$ cat src/hdl/hrp_pkg.sv
package hrp_pkg;

  // Field widths
  localparam int DATA_W   = 8;
  localparam int STATUS_W = 16;
  localparam int LENGTH_W = 64;
  localparam int CNT_W    = 13;

  // Receive buffer size; the byte limit never exceeds one less than this
  localparam int BUFFER_BYTES  = 8192;
  localparam int CNT_MAX       = (1 << CNT_W) - 1;
  localparam int LIMIT_CAP_INT = (BUFFER_BYTES - 1 > CNT_MAX) ? CNT_MAX : BUFFER_BYTES - 1;
  localparam logic [CNT_W-1:0] LIMIT_CAP     = CNT_W'(LIMIT_CAP_INT);
  localparam logic [CNT_W-1:0] LIMIT_DEFAULT = CNT_W'(CNT_MAX);

  localparam logic [DATA_W-1:0] CHAR_CR    = 8'h0D;
  localparam logic [DATA_W-1:0] CHAR_LF    = 8'h0A;
  localparam logic [DATA_W-1:0] CHAR_SPACE = 8'h20;
  localparam logic [DATA_W-1:0] CHAR_ZERO  = 8'h30;

  // One byte step handed to the field parsers
  typedef struct packed {
    logic              en;    // consume this byte
    logic              clr;   // start of a new response: clear first
    logic [DATA_W-1:0] data;
  } hrp_step_t;

  function automatic logic is_ws(input logic [DATA_W-1:0] b);
    return (b == CHAR_SPACE) || ((b >= 8'h09) && (b <= 8'h0D));
  endfunction

  function automatic logic is_digit(input logic [DATA_W-1:0] b);
    return (b >= 8'h30) && (b <= 8'h39);
  endfunction

  function automatic logic [3:0] digit_val(input logic [DATA_W-1:0] b);
    logic [DATA_W-1:0] d;
    d = b - CHAR_ZERO;
    return d[3:0];
  endfunction

  function automatic logic [DATA_W-1:0] to_lower(input logic [DATA_W-1:0] b);
    return ((b >= 8'h41) && (b <= 8'h5A)) ? b + 8'h20 : b;
  endfunction

  // "HTTP/"
  function automatic logic [DATA_W-1:0] prefix_char(input logic [2:0] idx);
    logic [DATA_W-1:0] c;
    unique case (idx)
      3'd0: c = "H";
      3'd1: c = "T";
      3'd2: c = "T";
      3'd3: c = "P";
      3'd4: c = "/";
      default: c = 8'h00;
    endcase
    return c;
  endfunction

  localparam logic [3:0] NEEDLE_LAST = 4'd14;

  // "content-length:"
  function automatic logic [DATA_W-1:0] needle_char(input logic [3:0] idx);
    logic [DATA_W-1:0] c;
    unique case (idx)
      4'd0:  c = "c";
      4'd1:  c = "o";
      4'd2:  c = "n";
      4'd3:  c = "t";
      4'd4:  c = "e";
      4'd5:  c = "n";
      4'd6:  c = "t";
      4'd7:  c = "-";
      4'd8:  c = "l";
      4'd9:  c = "e";
      4'd10: c = "n";
      4'd11: c = "g";
      4'd12: c = "t";
      4'd13: c = "h";
      4'd14: c = ":";
      default: c = 8'h00;
    endcase
    return c;
  endfunction

endpackage

$ cat src/hdl/http_response_header_parser.sv
// HTTP response header parser.
// Input channel: one response byte per item (in_data_byte) with in_start_flag
// marking the first byte of a new response; in_start_flag clears all parse state.
// Result channel: one item per response when CR LF CR LF completes (out_outcome 0)
// or when the byte limit is hit first (out_outcome 1, all but header length 0).
// Bytes after a result are dropped until the next start flag.
// Config: cfg_wr_en/cfg_wr_data set the byte limit (capped at buffer size - 1,
// zero acts as one); write it only while the block is idle.
// Timing: one item per cycle sustained while out_stall is low. An item is held in
// the input register, parsed from there, and its result is registered in the
// output register.
// The output register decouples the sides: while it holds an untaken result
// and out_stall is high, in_stall rises once the input register is also full.
// Reset (rst_n low, synchronous) empties both registers, clears parse state and
// sets the limit to 8191.
module http_response_header_parser (
  input  logic                        clk,
  input  logic                        rst_n,
  // byte input
  input  logic                        in_valid,
  output logic                        in_stall,
  input  logic [hrp_pkg::DATA_W-1:0]  in_data_byte,
  input  logic                        in_start_flag,
  // result output
  output logic                        out_valid,
  input  logic                        out_stall,
  output logic [hrp_pkg::STATUS_W-1:0] out_status_code,
  output logic [hrp_pkg::LENGTH_W-1:0] out_content_length,
  output logic                        out_length_seen,
  output logic [hrp_pkg::CNT_W-1:0]   out_header_length,
  output logic                        out_outcome,
  // configuration
  input  logic                        cfg_wr_en,
  input  logic [hrp_pkg::CNT_W-1:0]   cfg_wr_data
);
  import hrp_pkg::*;

  logic                in_vld_r;
  logic [DATA_W-1:0]   in_data_r;
  logic                in_start_r;
  logic                advance, fire, proc;
  logic [CNT_W-1:0]    limit_r, lim_eff;
  logic [CNT_W-1:0]    cnt_r, cnt_cur, cnt_nxt;
  logic [1:0]          term_r, term_cur, term_nxt;
  logic                fin_r, fin_cur;
  logic                term_hit, limit_hit;
  logic [DATA_W-1:0]   want;
  hrp_step_t           step;
  logic [STATUS_W-1:0] status_nxt;
  logic [LENGTH_W-1:0] length_nxt;
  logic                seen_nxt;

  logic                out_vld_r;
  logic [STATUS_W-1:0] out_status_r;
  logic [LENGTH_W-1:0] out_length_r;
  logic                out_seen_r;
  logic [CNT_W-1:0]    out_hlen_r;
  logic                out_outcome_r;

  // Handshake: the parse stage moves whenever the output register can take a result
  assign advance  = !out_vld_r || !out_stall;
  assign fire     = in_vld_r && advance;
  assign in_stall = in_vld_r && !advance;

  // Apply start clear, then count bytes and track the terminator
  always_comb begin
    cnt_cur  = in_start_r ? '0 : cnt_r;
    term_cur = in_start_r ? 2'd0 : term_r;
    fin_cur  = in_start_r ? 1'b0 : fin_r;
    proc     = fire && !fin_cur;

    lim_eff  = (limit_r > LIMIT_CAP) ? LIMIT_CAP : limit_r;
    if (lim_eff == '0) lim_eff = CNT_W'(1);

    cnt_nxt  = cnt_cur + CNT_W'(1);

    want     = term_cur[0] ? CHAR_LF : CHAR_CR;
    term_hit = 1'b0;
    if (in_data_r == want) begin
      term_hit = (term_cur == 2'd3);
      term_nxt = term_cur + 2'd1;
    end else begin
      term_nxt = (in_data_r == CHAR_CR) ? 2'd1 : 2'd0;
    end
    limit_hit = (cnt_nxt >= lim_eff);

    step.en   = proc;
    step.clr  = in_start_r;
    step.data = in_data_r;
  end

  hrp_status u_status (
    .clk        (clk),
    .rst_n      (rst_n),
    .step       (step),
    .status_nxt (status_nxt)
  );

  hrp_length u_length (
    .clk        (clk),
    .rst_n      (rst_n),
    .step       (step),
    .length_nxt (length_nxt),
    .seen_nxt   (seen_nxt)
  );

  // Load the input register whenever it empties or moves on
  always_ff @(posedge clk) begin
    if (!rst_n) begin
      in_vld_r <= 1'b0;
    end else if (!in_vld_r || advance) begin
      in_vld_r <= in_valid;
    end
    if (!in_vld_r || advance) begin
      in_data_r  <= in_data_byte;
      in_start_r <= in_start_flag;
    end
  end

  // Hold the limit register
  always_ff @(posedge clk) begin
    if (!rst_n) begin
      limit_r <= LIMIT_DEFAULT;
    end else if (cfg_wr_en) begin
      limit_r <= cfg_wr_data;
    end
  end

  // Advance count, terminator match and finished flag per consumed byte
  always_ff @(posedge clk) begin
    if (!rst_n) begin
      cnt_r  <= '0;
      term_r <= 2'd0;
      fin_r  <= 1'b0;
    end else if (proc) begin
      cnt_r  <= cnt_nxt;
      term_r <= term_hit ? 2'd0 : term_nxt;
      fin_r  <= term_hit || limit_hit;
    end
  end

  // Result register
  always_ff @(posedge clk) begin
    if (!rst_n) begin
      out_vld_r <= 1'b0;
    end else if (advance) begin
      out_vld_r <= proc && (term_hit || limit_hit);
    end
    if (advance) begin
      out_hlen_r <= cnt_nxt;
      if (term_hit) begin
        out_status_r  <= status_nxt;
        out_length_r  <= length_nxt;
        out_seen_r    <= seen_nxt;
        out_outcome_r <= 1'b0;
      end else begin
        out_status_r  <= '0;
        out_length_r  <= '0;
        out_seen_r    <= 1'b0;
        out_outcome_r <= 1'b1;
      end
    end
  end

  assign out_valid          = out_vld_r;
  assign out_status_code    = out_status_r;
  assign out_content_length = out_length_r;
  assign out_length_seen    = out_seen_r;
  assign out_header_length  = out_hlen_r;
  assign out_outcome        = out_outcome_r;

endmodule

$ cat src/hdl/hrp_status.sv
module hrp_status (
  input  logic                          clk,
  input  logic                          rst_n,
  input  hrp_pkg::hrp_step_t            step,
  output logic [hrp_pkg::STATUS_W-1:0]  status_nxt
);
  import hrp_pkg::*;

  typedef enum logic [1:0] {
    ST_WAIT_SPACE,
    ST_SKIP_WS,
    ST_DIGITS,
    ST_DONE
  } st_phase_t;

  localparam logic [2:0] PFX_DONE = 3'd5;
  localparam logic [2:0] PFX_FAIL = 3'd6;

  st_phase_t             phase_r, phase_nxt, phase_cur;
  logic [2:0]            pidx_r, pidx_nxt, pidx_cur;
  logic [STATUS_W-1:0]   acc_r, acc_nxt, acc_cur;
  logic [STATUS_W+3:0]   acc_wide;

  // Advance prefix match and status digits for one byte
  always_comb begin
    phase_cur = step.clr ? ST_WAIT_SPACE : phase_r;
    pidx_cur  = step.clr ? 3'd0 : pidx_r;
    acc_cur   = step.clr ? '0 : acc_r;

    pidx_nxt  = pidx_cur;
    if (pidx_cur < PFX_DONE) begin
      pidx_nxt = (step.data == prefix_char(pidx_cur)) ? pidx_cur + 3'd1 : PFX_FAIL;
    end

    acc_wide  = {1'b0, acc_cur, 3'b000} + {3'b000, acc_cur, 1'b0}
              + {(STATUS_W)'(0), digit_val(step.data)};
    phase_nxt = phase_cur;
    acc_nxt   = acc_cur;
    unique case (phase_cur)
      ST_WAIT_SPACE: begin
        if (step.data == CHAR_SPACE) phase_nxt = ST_SKIP_WS;
      end
      ST_SKIP_WS, ST_DIGITS: begin
        if (!(phase_cur == ST_SKIP_WS && is_ws(step.data))) begin
          if (is_digit(step.data)) begin
            acc_nxt   = (acc_wide[STATUS_W+3:STATUS_W] != '0) ? '1
                                                               : acc_wide[STATUS_W-1:0];
            phase_nxt = ST_DIGITS;
          end else begin
            phase_nxt = ST_DONE;
          end
        end
      end
      ST_DONE: ;
      default: ;
    endcase

    status_nxt = (pidx_nxt == PFX_DONE) ? acc_nxt : '0;
  end

  // Hold state unless a byte is consumed
  always_ff @(posedge clk) begin
    if (!rst_n) begin
      phase_r <= ST_WAIT_SPACE;
      pidx_r  <= 3'd0;
      acc_r   <= '0;
    end else if (step.en) begin
      phase_r <= phase_nxt;
      pidx_r  <= pidx_nxt;
      acc_r   <= acc_nxt;
    end
  end

endmodule

$ cat src/hdl/hrp_length.sv
module hrp_length (
  input  logic                          clk,
  input  logic                          rst_n,
  input  hrp_pkg::hrp_step_t            step,
  output logic [hrp_pkg::LENGTH_W-1:0]  length_nxt,
  output logic                          seen_nxt
);
  import hrp_pkg::*;

  typedef enum logic [1:0] {
    LN_SEARCH,
    LN_SKIP_WS,
    LN_DIGITS,
    LN_DONE
  } ln_phase_t;

  ln_phase_t             phase_r, phase_nxt, phase_cur;
  logic [3:0]            nidx_r, nidx_nxt, nidx_cur;
  logic [LENGTH_W-1:0]   acc_r, acc_nxt, acc_cur;
  logic [LENGTH_W+3:0]   acc_wide;
  logic [DATA_W-1:0]     low_c;

  // Match the header name, then accumulate the decimal value
  always_comb begin
    phase_cur = step.clr ? LN_SEARCH : phase_r;
    nidx_cur  = step.clr ? 4'd0 : nidx_r;
    acc_cur   = step.clr ? '0 : acc_r;
    low_c     = to_lower(step.data);

    acc_wide  = {1'b0, acc_cur, 3'b000} + {3'b000, acc_cur, 1'b0}
              + {(LENGTH_W)'(0), digit_val(step.data)};
    phase_nxt = phase_cur;
    nidx_nxt  = nidx_cur;
    acc_nxt   = acc_cur;
    unique case (phase_cur)
      LN_SEARCH: begin
        if (low_c == needle_char(nidx_cur)) begin
          if (nidx_cur == NEEDLE_LAST) begin
            nidx_nxt  = 4'd0;
            phase_nxt = LN_SKIP_WS;
          end else begin
            nidx_nxt = nidx_cur + 4'd1;
          end
        end else begin
          nidx_nxt = (low_c == needle_char(4'd0)) ? 4'd1 : 4'd0;
        end
      end
      LN_SKIP_WS, LN_DIGITS: begin
        if (!(phase_cur == LN_SKIP_WS && is_ws(step.data))) begin
          if (is_digit(step.data)) begin
            acc_nxt   = (acc_wide[LENGTH_W+3:LENGTH_W] != '0) ? '1
                                                               : acc_wide[LENGTH_W-1:0];
            phase_nxt = LN_DIGITS;
          end else begin
            phase_nxt = LN_DONE;
          end
        end
      end
      LN_DONE: ;
      default: ;
    endcase

    length_nxt = acc_nxt;
    seen_nxt   = (phase_nxt != LN_SEARCH);
  end

  // Hold state unless a byte is consumed
  always_ff @(posedge clk) begin
    if (!rst_n) begin
      phase_r <= LN_SEARCH;
      nidx_r  <= 4'd0;
      acc_r   <= '0;
    end else if (step.en) begin
      phase_r <= phase_nxt;
      nidx_r  <= nidx_nxt;
      acc_r   <= acc_nxt;
    end
  end

endmodule
$ cat config.mk
export PLATFORM = sky130hd
export DESIGN_NAME = http_response_header_parser
export DESIGN_NICKNAME = d
export VERILOG_FILES = /design/src/hdl/hrp_pkg.sv /design/src/hdl/http_response_header_parser.sv /design/src/hdl/hrp_status.sv /design/src/hdl/hrp_length.sv
export SDC_FILE = /design/constraint.sdc
export NUM_CORES = 1
export LEC_CHECK = 0
export BUFFER_PORTS_ARGS = -buffer_cell sky130_fd_sc_hd__buf_2
export CORE_ASPECT_RATIO = 0.6
export CORE_MARGIN = 2
export CORE_UTILIZATION = 55
export CTS_CLUSTER_DIAMETER = 30
export DETAILED_ROUTE_END_ITERATION = 12
export GPL_ROUTABILITY_DRIVEN = 0
export GPL_TIMING_DRIVEN = 0
export PLACE_DENSITY = 0.73
export SLEW_MARGIN = 25
export SYNTH_ARGS = -nofsm -noshare
export SYNTH_HDL_FRONTEND = slang
export SYNTH_SLANG_ARGS = --single-unit
$ cat constraint.sdc
create_clock -name clk -period 4.5 [get_ports clk]
set_clock_uncertainty 0.1 [all_clocks]
set_input_delay 0.9 -clock clk [delete_from_list [all_inputs] [get_ports clk]]
set_output_delay 0.9 -clock clk [all_outputs]
set_load 0.02 [all_outputs]
Yosys cells after proc, flatten, opt, wreduce, memory -nomap -nowiden
Memories as Yosys holds them, arrays and structs flattened.
Index checks and enable logic that the tools add are counted.
Cells by class
  order comparisons: 9
  multiplexer cells: 43
  equality and inequality tests: 17
  $add $sub $neg: 10
  reductions and logical operators: 29
Operators with widths (count)
  64-bit 2-to-1 mux: 5
  16-bit 2-to-1 mux: 5
  67-bit by 65-bit adder with 68-bit output: 1
  68-bit by 4-bit adder with 68-bit output: 1
  13-bit 2-to-1 mux: 3
  7-bit case mux with 4 select lines: 1
  8-bit 2-to-1 mux: 3
  19-bit by 17-bit adder with 20-bit output: 1
  20-bit by 4-bit adder with 20-bit output: 1
  2-bit 2-to-1 mux: 10
  8-bit equality test: 2
  4-bit 2-to-1 mux: 4
  13-bit by 1-bit adder with 13-bit output, second input constant: 1
  13-bit greater-or-equal comparator: 1
  13-bit greater-than comparator, second input constant: 1
  13-bit logical NOT: 1
  3-bit 2-to-1 mux: 4
  1-bit logical AND: 9
  8-bit by 6-bit adder with 8-bit output, second input constant: 1
  8-bit by 4-bit equality test with 1-bit output: 1
  8-bit by 4-bit equality test with 1-bit output, second input constant: 1
  8-bit by 6-bit equality test with 1-bit output, second input constant: 1
  8-bit by 7-bit equality test with 1-bit output, second input constant: 1
  8-bit by 4-bit greater-or-equal comparator with 1-bit output, second input constant: 1
  26 further kinds: 48
Word-level totals
  memory bits (read-only): 112
  memories: 1
  flip-flop bits (word level): 226
Memory list
  (no name shown): depth 16, width 7, read ports 1, clocked after Yosys merged registers in 0, write ports 0, line hrp_pkg.sv:65  | unique case (idx)

Longest topological paths before layout
  depth after elaboration: 10
  gate-level depth with buffers: 20

Hierarchy
A second synthesis with hierarchy kept.
Second synthesis, totals
  cells, all modules: 2140
  area, all modules: 17883.4 µm²
Modules (own cells, without submodules)
  hrp_length: instances 1, cells an instance 1375, area each 9643.0 µm²
  http_response_header_parser: instances 1, cells an instance 427, area each 5531.6 µm²
  hrp_status: instances 1, cells an instance 338, area each 2708.8 µm²

Least setup slack after synthesis
No wires, ideal clock.
  kind: register to register
  start point: register in_start_r
  end point: register u_status.acc_r[4]
  cell stages (with the launch flop): 17
  data arrival time: 4661 ps
  setup slack: -380 ps
  clock period less this slack: 4880 ps
  setup time: 119 ps
  path buffers: 4
  cells stage by stage: edfxtp_1 -> clkbuf_1 -> buf_1 -> clkbuf_1 -> nor2b_1 -> fa_1 -> fa_1 -> a21oi_1 -> o21bai_1 -> a2111oi_0 -> o211ai_1 -> a221o_1 -> and4_1 -> or4_1 -> clkbuf_1 -> o21ai_0 -> nand2_1
Between the ends
  word-level cells in the longest chain between the ends: 8
  elaborated cells between the ends (all ways): 16
  classes of those cells: add/sub: 2; eq/ne: 2; mux: 7; reduce/logical: 5
RTL lines
  start, declared: line http_response_header_parser.sv:40  | logic in_start_r;
  start signal, assigned: line http_response_header_parser.sv:116  | in_start_r <= in_start_flag;
  16-bit 2-to-1 mux: line hrp_status.sv:28  | acc_cur = step.clr ? '0 : acc_r;
  19-bit by 17-bit adder with 20-bit output: line hrp_status.sv:35  | acc_wide = {1'b0, acc_cur, 3'b000} + {3'b000, acc_cur, 1'b0}
  20-bit by 4-bit adder with 20-bit output: line hrp_status.sv:36  | + {(STATUS_W)'(0), digit_val(step.data)};
  4-bit nonzero test: line hrp_status.sv:46  | acc_nxt = (acc_wide[STATUS_W+3:STATUS_W] != '0) ? '1
  16-bit 2-to-1 mux: line hrp_status.sv:46
  16-bit 2-to-1 mux: line hrp_status.sv:45  | if (is_digit(step.data)) begin
  16-bit 2-to-1 mux: line hrp_status.sv:44  | if (!(phase_cur == ST_SKIP_WS && is_ws(step.data))) begin
  16-bit 2-to-1 mux: line hrp_status.sv:39  | unique case (phase_cur)
  end signal, assigned: line hrp_status.sv:70  | acc_r <= acc_nxt;
  end, declared: line hrp_status.sv:21  | logic [STATUS_W-1:0] acc_r, acc_nxt, acc_cur;
Parallel ways exist; a longest one is shown, timed or not.
A chain may end at the register's enable or synchronous reset.

Worst setup path after layout
  start point: register in_start_r
  end point: register u_length.acc_r[0]
Between the ends
  word-level cells in the longest chain between the ends: 8
  elaborated cells between the ends (all ways): 16
  classes of those cells: add/sub: 2; eq/ne: 2; mux: 7; reduce/logical: 5
RTL lines
  64-bit 2-to-1 mux: line hrp_length.sv:27  | acc_cur = step.clr ? '0 : acc_r;
  67-bit by 65-bit adder with 68-bit output: line hrp_length.sv:30  | acc_wide = {1'b0, acc_cur, 3'b000} + {3'b000, acc_cur, 1'b0}
  68-bit by 4-bit adder with 68-bit output: line hrp_length.sv:31  | + {(LENGTH_W)'(0), digit_val(step.data)};
  4-bit nonzero test: line hrp_length.sv:51  | acc_nxt = (acc_wide[LENGTH_W+3:LENGTH_W] != '0) ? '1
  64-bit 2-to-1 mux: line hrp_length.sv:51
  64-bit 2-to-1 mux: line hrp_length.sv:50  | if (is_digit(step.data)) begin
  64-bit 2-to-1 mux: line hrp_length.sv:49  | if (!(phase_cur == LN_SKIP_WS && is_ws(step.data))) begin
  64-bit 2-to-1 mux: line hrp_length.sv:35  | unique case (phase_cur)
  end signal, assigned: line hrp_length.sv:76  | acc_r <= acc_nxt;
  end, declared: line hrp_length.sv:19  | logic [LENGTH_W-1:0] acc_r, acc_nxt, acc_cur;
Parallel ways exist; a longest one is shown, timed or not.

==> results.sh <==
export IMPL_status="finished with violations"
export IMPL_violations="negative setup slack"
export IMPL_grt_max_degree=61
export IMPL_drc=0
export IMPL_dr_pass1_iters=7
export IMPL_synth_top_area_share_pct=19.24
export IMPL_cts_reportedPaths_clkPinSlew_ns=0.05
export IMPL_synth_cell_types=78
export IMPL_cpPeakStageDelay_ns=0.42
export IMPL_dp_slack_ns=-1.864
export IMPL_synth_edff_count=104
export IMPL_path_class="reg -> reg"
export IMPL_switching_power_mw=1.422
export IMPL_fmax_ghz=0.2136
export IMPL_p_int_mw=4.185
export IMPL_power_leakage_nw=9.004
export IMPL_ys_top_cells_by_area="edfxtp_1, dfxtp_1, ha_1, nor2_1, a21oi_1"
export IMPL_fin_crit_ns=4.681
export IMPL_row_count=48
export IMPL_ys_warn_count=0
export IMPL_final_hold_violation_count=0
export IMPL_antenna_found_initial=0
export IMPL_dp_hpwl_microns=39370
export IMPL_clkPwrFrac_pct=55.5
export IMPL_reg2reg_depth=18
export IMPL_synth_top_cell_by_area="edfxtp_1"
export IMPL_fp_dieH_microns=137.1
export IMPL_ys_async_sr_fraction_pct=0
export IMPL_die_area_sq_mm=0.03095
export IMPL_rr_endpoint="u_length.acc_r[0]$_SDFFE_PN0P_"
export IMPL_power_density_mw_per_mm2=264.7
export IMPL_io_buffers=121
export IMPL_ys_seq_area_share_pct=34.28
export IMPL_dr_total_vias=16730
export IMPL_dp_cells=2462
export IMPL_min_path_type="reg -> reg"
export IMPL_synthCells=1940
export IMPL_combPwrFrac_pct=5.7
export IMPL_setup_tns_ns=-4.819
export IMPL_drt_iter0_markers=2510
export IMPL_path_common_cell="buf_12"
export IMPL_crit_chain="buf_8 > clkbuf_8 > nor2b_2 > ha_1 > ha_1 > a21o_1 > o21bai_1 > a221oi_1 > nand2_1 > a31oi_4 > nor3_1 > a211oi_2 > nand4_4 > buf_12 > buf_12 > buf_12 > nor3_2 > nor3_2"
export IMPL_finalNonFillerCells=2592
export IMPL_finalSetupViolCount=61
export IMPL_critPathMaxFanout=8
export IMPL_synth_seq_cells=226
export IMPL_cp_required_ns=4.78
export IMPL_synth_fp_nets=2161
export IMPL_rsz0062_at_grt="true"
export IMPL_ff2ff_setup_slack_ns=-0.18
export IMPL_clock_latency_ns=0.54
export IMPL_setup_ws_ns=-0.1812
export IMPL_numCtsBuffers=42
export IMPL_p_seq_share_pct=38.8
export IMPL_final_max_slew_viol_count=0
export IMPL_hold_path_startpoint="u_status.acc_r[9]$_SDFFE_PN0P_"
export IMPL_hold_depth=2
export IMPL_n_antenna_cell=0
export IMPL_htree_num_levels=2
export IMPL_layout_nets=2380
export IMPL_coreArea_sq_mm=0.02889
export IMPL_start_kind="flop"
export IMPL_yosys_most_used_dff="dfxtp_1"
export IMPL_grt_usage_pct=35.63
export IMPL_grt_pass1_vias=15120
export IMPL_io_pins=124
export IMPL_start_util_pct=56.20
export IMPL_period_share_pct=104.0
export IMPL_cts_root_buf="clkbuf_16"
export IMPL_layout_drive_gt1_share_pct=25.55
export IMPL_cts_sinks=226
export IMPL_cts_tree="yes"
export IMPL_reg2reg_from="in_start_r$_DFFE_PN_"
export IMPL_grt_pass1_wl_microns=85120
export IMPL_critPathArrivalTime_ns=4.96
export IMPL_syn_area_sq_mm=0.01624
export IMPL_synth_avg_cell_area_sq_um=8.369
export IMPL_power_mw=5.608
export IMPL_area_delta_synth_final_pct=30.49
export IMPL_worst_slew_pin_transition_ns=1.089
export IMPL_routed_wl_microns=58440
export IMPL_wl_per_cell_microns=22.54
export IMPL_slew_headroom_pct=27.12
export IMPL_cap_violations=0
export IMPL_ir_worst_vdd_uv=297.2
export IMPL_grt_ovfl_total=0
export IMPL_utilization_pct=73.34
export IMPL_die_w_microns=225.8
export IMPL_viasPerCell=6.456
export IMPL_netSwitchingFraction_pct=25.37
export IMPL_cts_max_path_buffers=3
export IMPL_antenna_left=0
export IMPL_hold_end="u_status.acc_r[9]$_SDFFE_PN0P_"
export IMPL_holdBufCountCts=0
export IMPL_end_kind="flop"
export IMPL_slowest_stage="edfxtp_1"
## critical path: cells and delay by family, from the launching register on
| kind | cells | cell delay (ns) |
|---|---|---|
| buf+inv | 5 | 0.86 |
| flops | 1 | 0.42 |
| fa+ha+maj | 2 | 0.70 |
| compound gates | 5 | 1.32 |
| simple gates | 6 | 1.09 |
## repair_timing
action | 4_1_cts | 5_1_grt
gates cloned | 4 | 4
endpoints found under the hold margin | 0 | 0
setup endpoints to repair | 96 | 84
pin swaps | 29 | 81
resized for setup | 239 | 183
setup buffers | 32 | 35
## per-layer routing
layer	track usage [%]	share of wire (%)	routed length, microns	vias to the layer above
met4	10.63	3.1	1808	0
li1	-	-	-	7463
met1	51.41	43	24840	7931
met3	13.05	14	8366	194
met2	49.01	40	23420	1146
met5	0	0	0	-
## cells in the mapped netlist, types with 33 or more instances
cell type and n:
nand2_1 204, a21oi_1 167, dfxtp_1 122, nor3_1 41, inv_1 48, a211oi_1 34
nand3_1 33, o21ai_0 84, xnor2_1 53, nor2_1 288, edfxtp_1 104, ha_1 191
nor2b_1 92, clkbuf_1 84, xor2_1 35
## how the worst max path moves through the flow
stage,start,cells after the start,slack [ns],end
3_5_place_dp,in_start_r$_DFFE_PN_,18,-1.86,u_length.acc_r[26]$_SDFFE_PN0P_
3_3_place_gp,in_start_r$_DFFE_PN_,18,-1.79,u_length.acc_r[25]$_SDFFE_PN0P_
5_1_grt,in_start_r$_DFFE_PN_,19,-0.23,u_length.acc_r[2]$_SDFFE_PN0P_
6_report,in_start_r$_DFFE_PN_,18,-0.18,u_length.acc_r[0]$_SDFFE_PN0P_
2_1_floorplan,in_start_r$_DFFE_PN_,16,0.003,u_status.acc_r[4]$_SDFFE_PN0P_
4_1_cts,in_start_r$_DFFE_PN_,17,-0.01,u_length.acc_r[63]$_SDFFE_PN0P_
## flip-flops by register name, summed over array words and instances, names as in the netlist, 2 cells and up
name	cells
out_content_length	64
u_status.phase_r	2
term_r	2
cnt_r	13
u_length.nidx_r	4
in_data_r	8
u_length.acc_r	64
limit_r	13
u_length.phase_r	2
out_header_length	13
u_status.acc_r	16
out_status_code	16
u_status.pidx_r	3
## layout by cell type (no fill, tap or decap), types with 16 or more instances in the layout
cell,n
nor2_1,263
nand2_1,199
a21oi_1,149
ha_1,144
buf_2,122
dfxtp_1,122
edfxtp_1,104
o21ai_0,69
buf_4,60
clkbuf_16,55
xnor2_1,52
clkbuf_1,49
inv_1,46
nor3_1,36
xor2_1,35
nor2b_4,34
nor2b_1,31
nand4_1,31
nand3_1,30
o211ai_1,29
a21o_1,28
nor2b_2,27
ha_2,26
nand2b_1,23
o31ai_1,21
ha_4,21
a211oi_2,19
nor2_4,17
o31ai_2,17
a211oi_1,16
## through the flow
step / cell area, sq um / hold slack (ns)
detailed placement: 17400 / 0.3313
finish: 21190 / 0.3466
global route: 21190 / 0.3669
floorplan: 16250 / 0.3156
CTS: 20020 / 0.3431
global placement: 17360 / 0.3249
## cells by family (layout without fill, tap and decap cells)
group           after synthesis  in the layout  share of synthesized area [%]
simple gates                776            776                          22.07
buf+inv                     157            409                          3.845
mux                           4              4                         0.2466
fa+ha+maj                   194            194                          15.09
flops                       226            226                          34.28
xor+xnor                     88             88                          4.747
compound gates              495            495                          19.72
## power by group through the flow
stage / clock (mW) / combinational, mW / sequential, mW
after floorplan: 0 / 0.135 / 2.21
after global placement: 0 / 0.222 / 2.21
after detailed placement: 0 / 0.228 / 2.21
after CTS: 3.11 / 0.283 / 2.17
after global routing: 3.21 / 0.333 / 2.18
final: 3.11 / 0.322 / 2.17
## area by class of cell
type	count	area [sq um]
Buffer	84	696.9
Fill cell	2033	7702
Multi-Input combinational cell	1557	11500
Timing Repair Buffer	197	1334
Sequential cell	226	5565
Tap cell	400	500.5
Clock buffer	46	1107
Inverter	51	206.4
Clock inverter	31	275.3
Power figures use the tool's default switching activity.
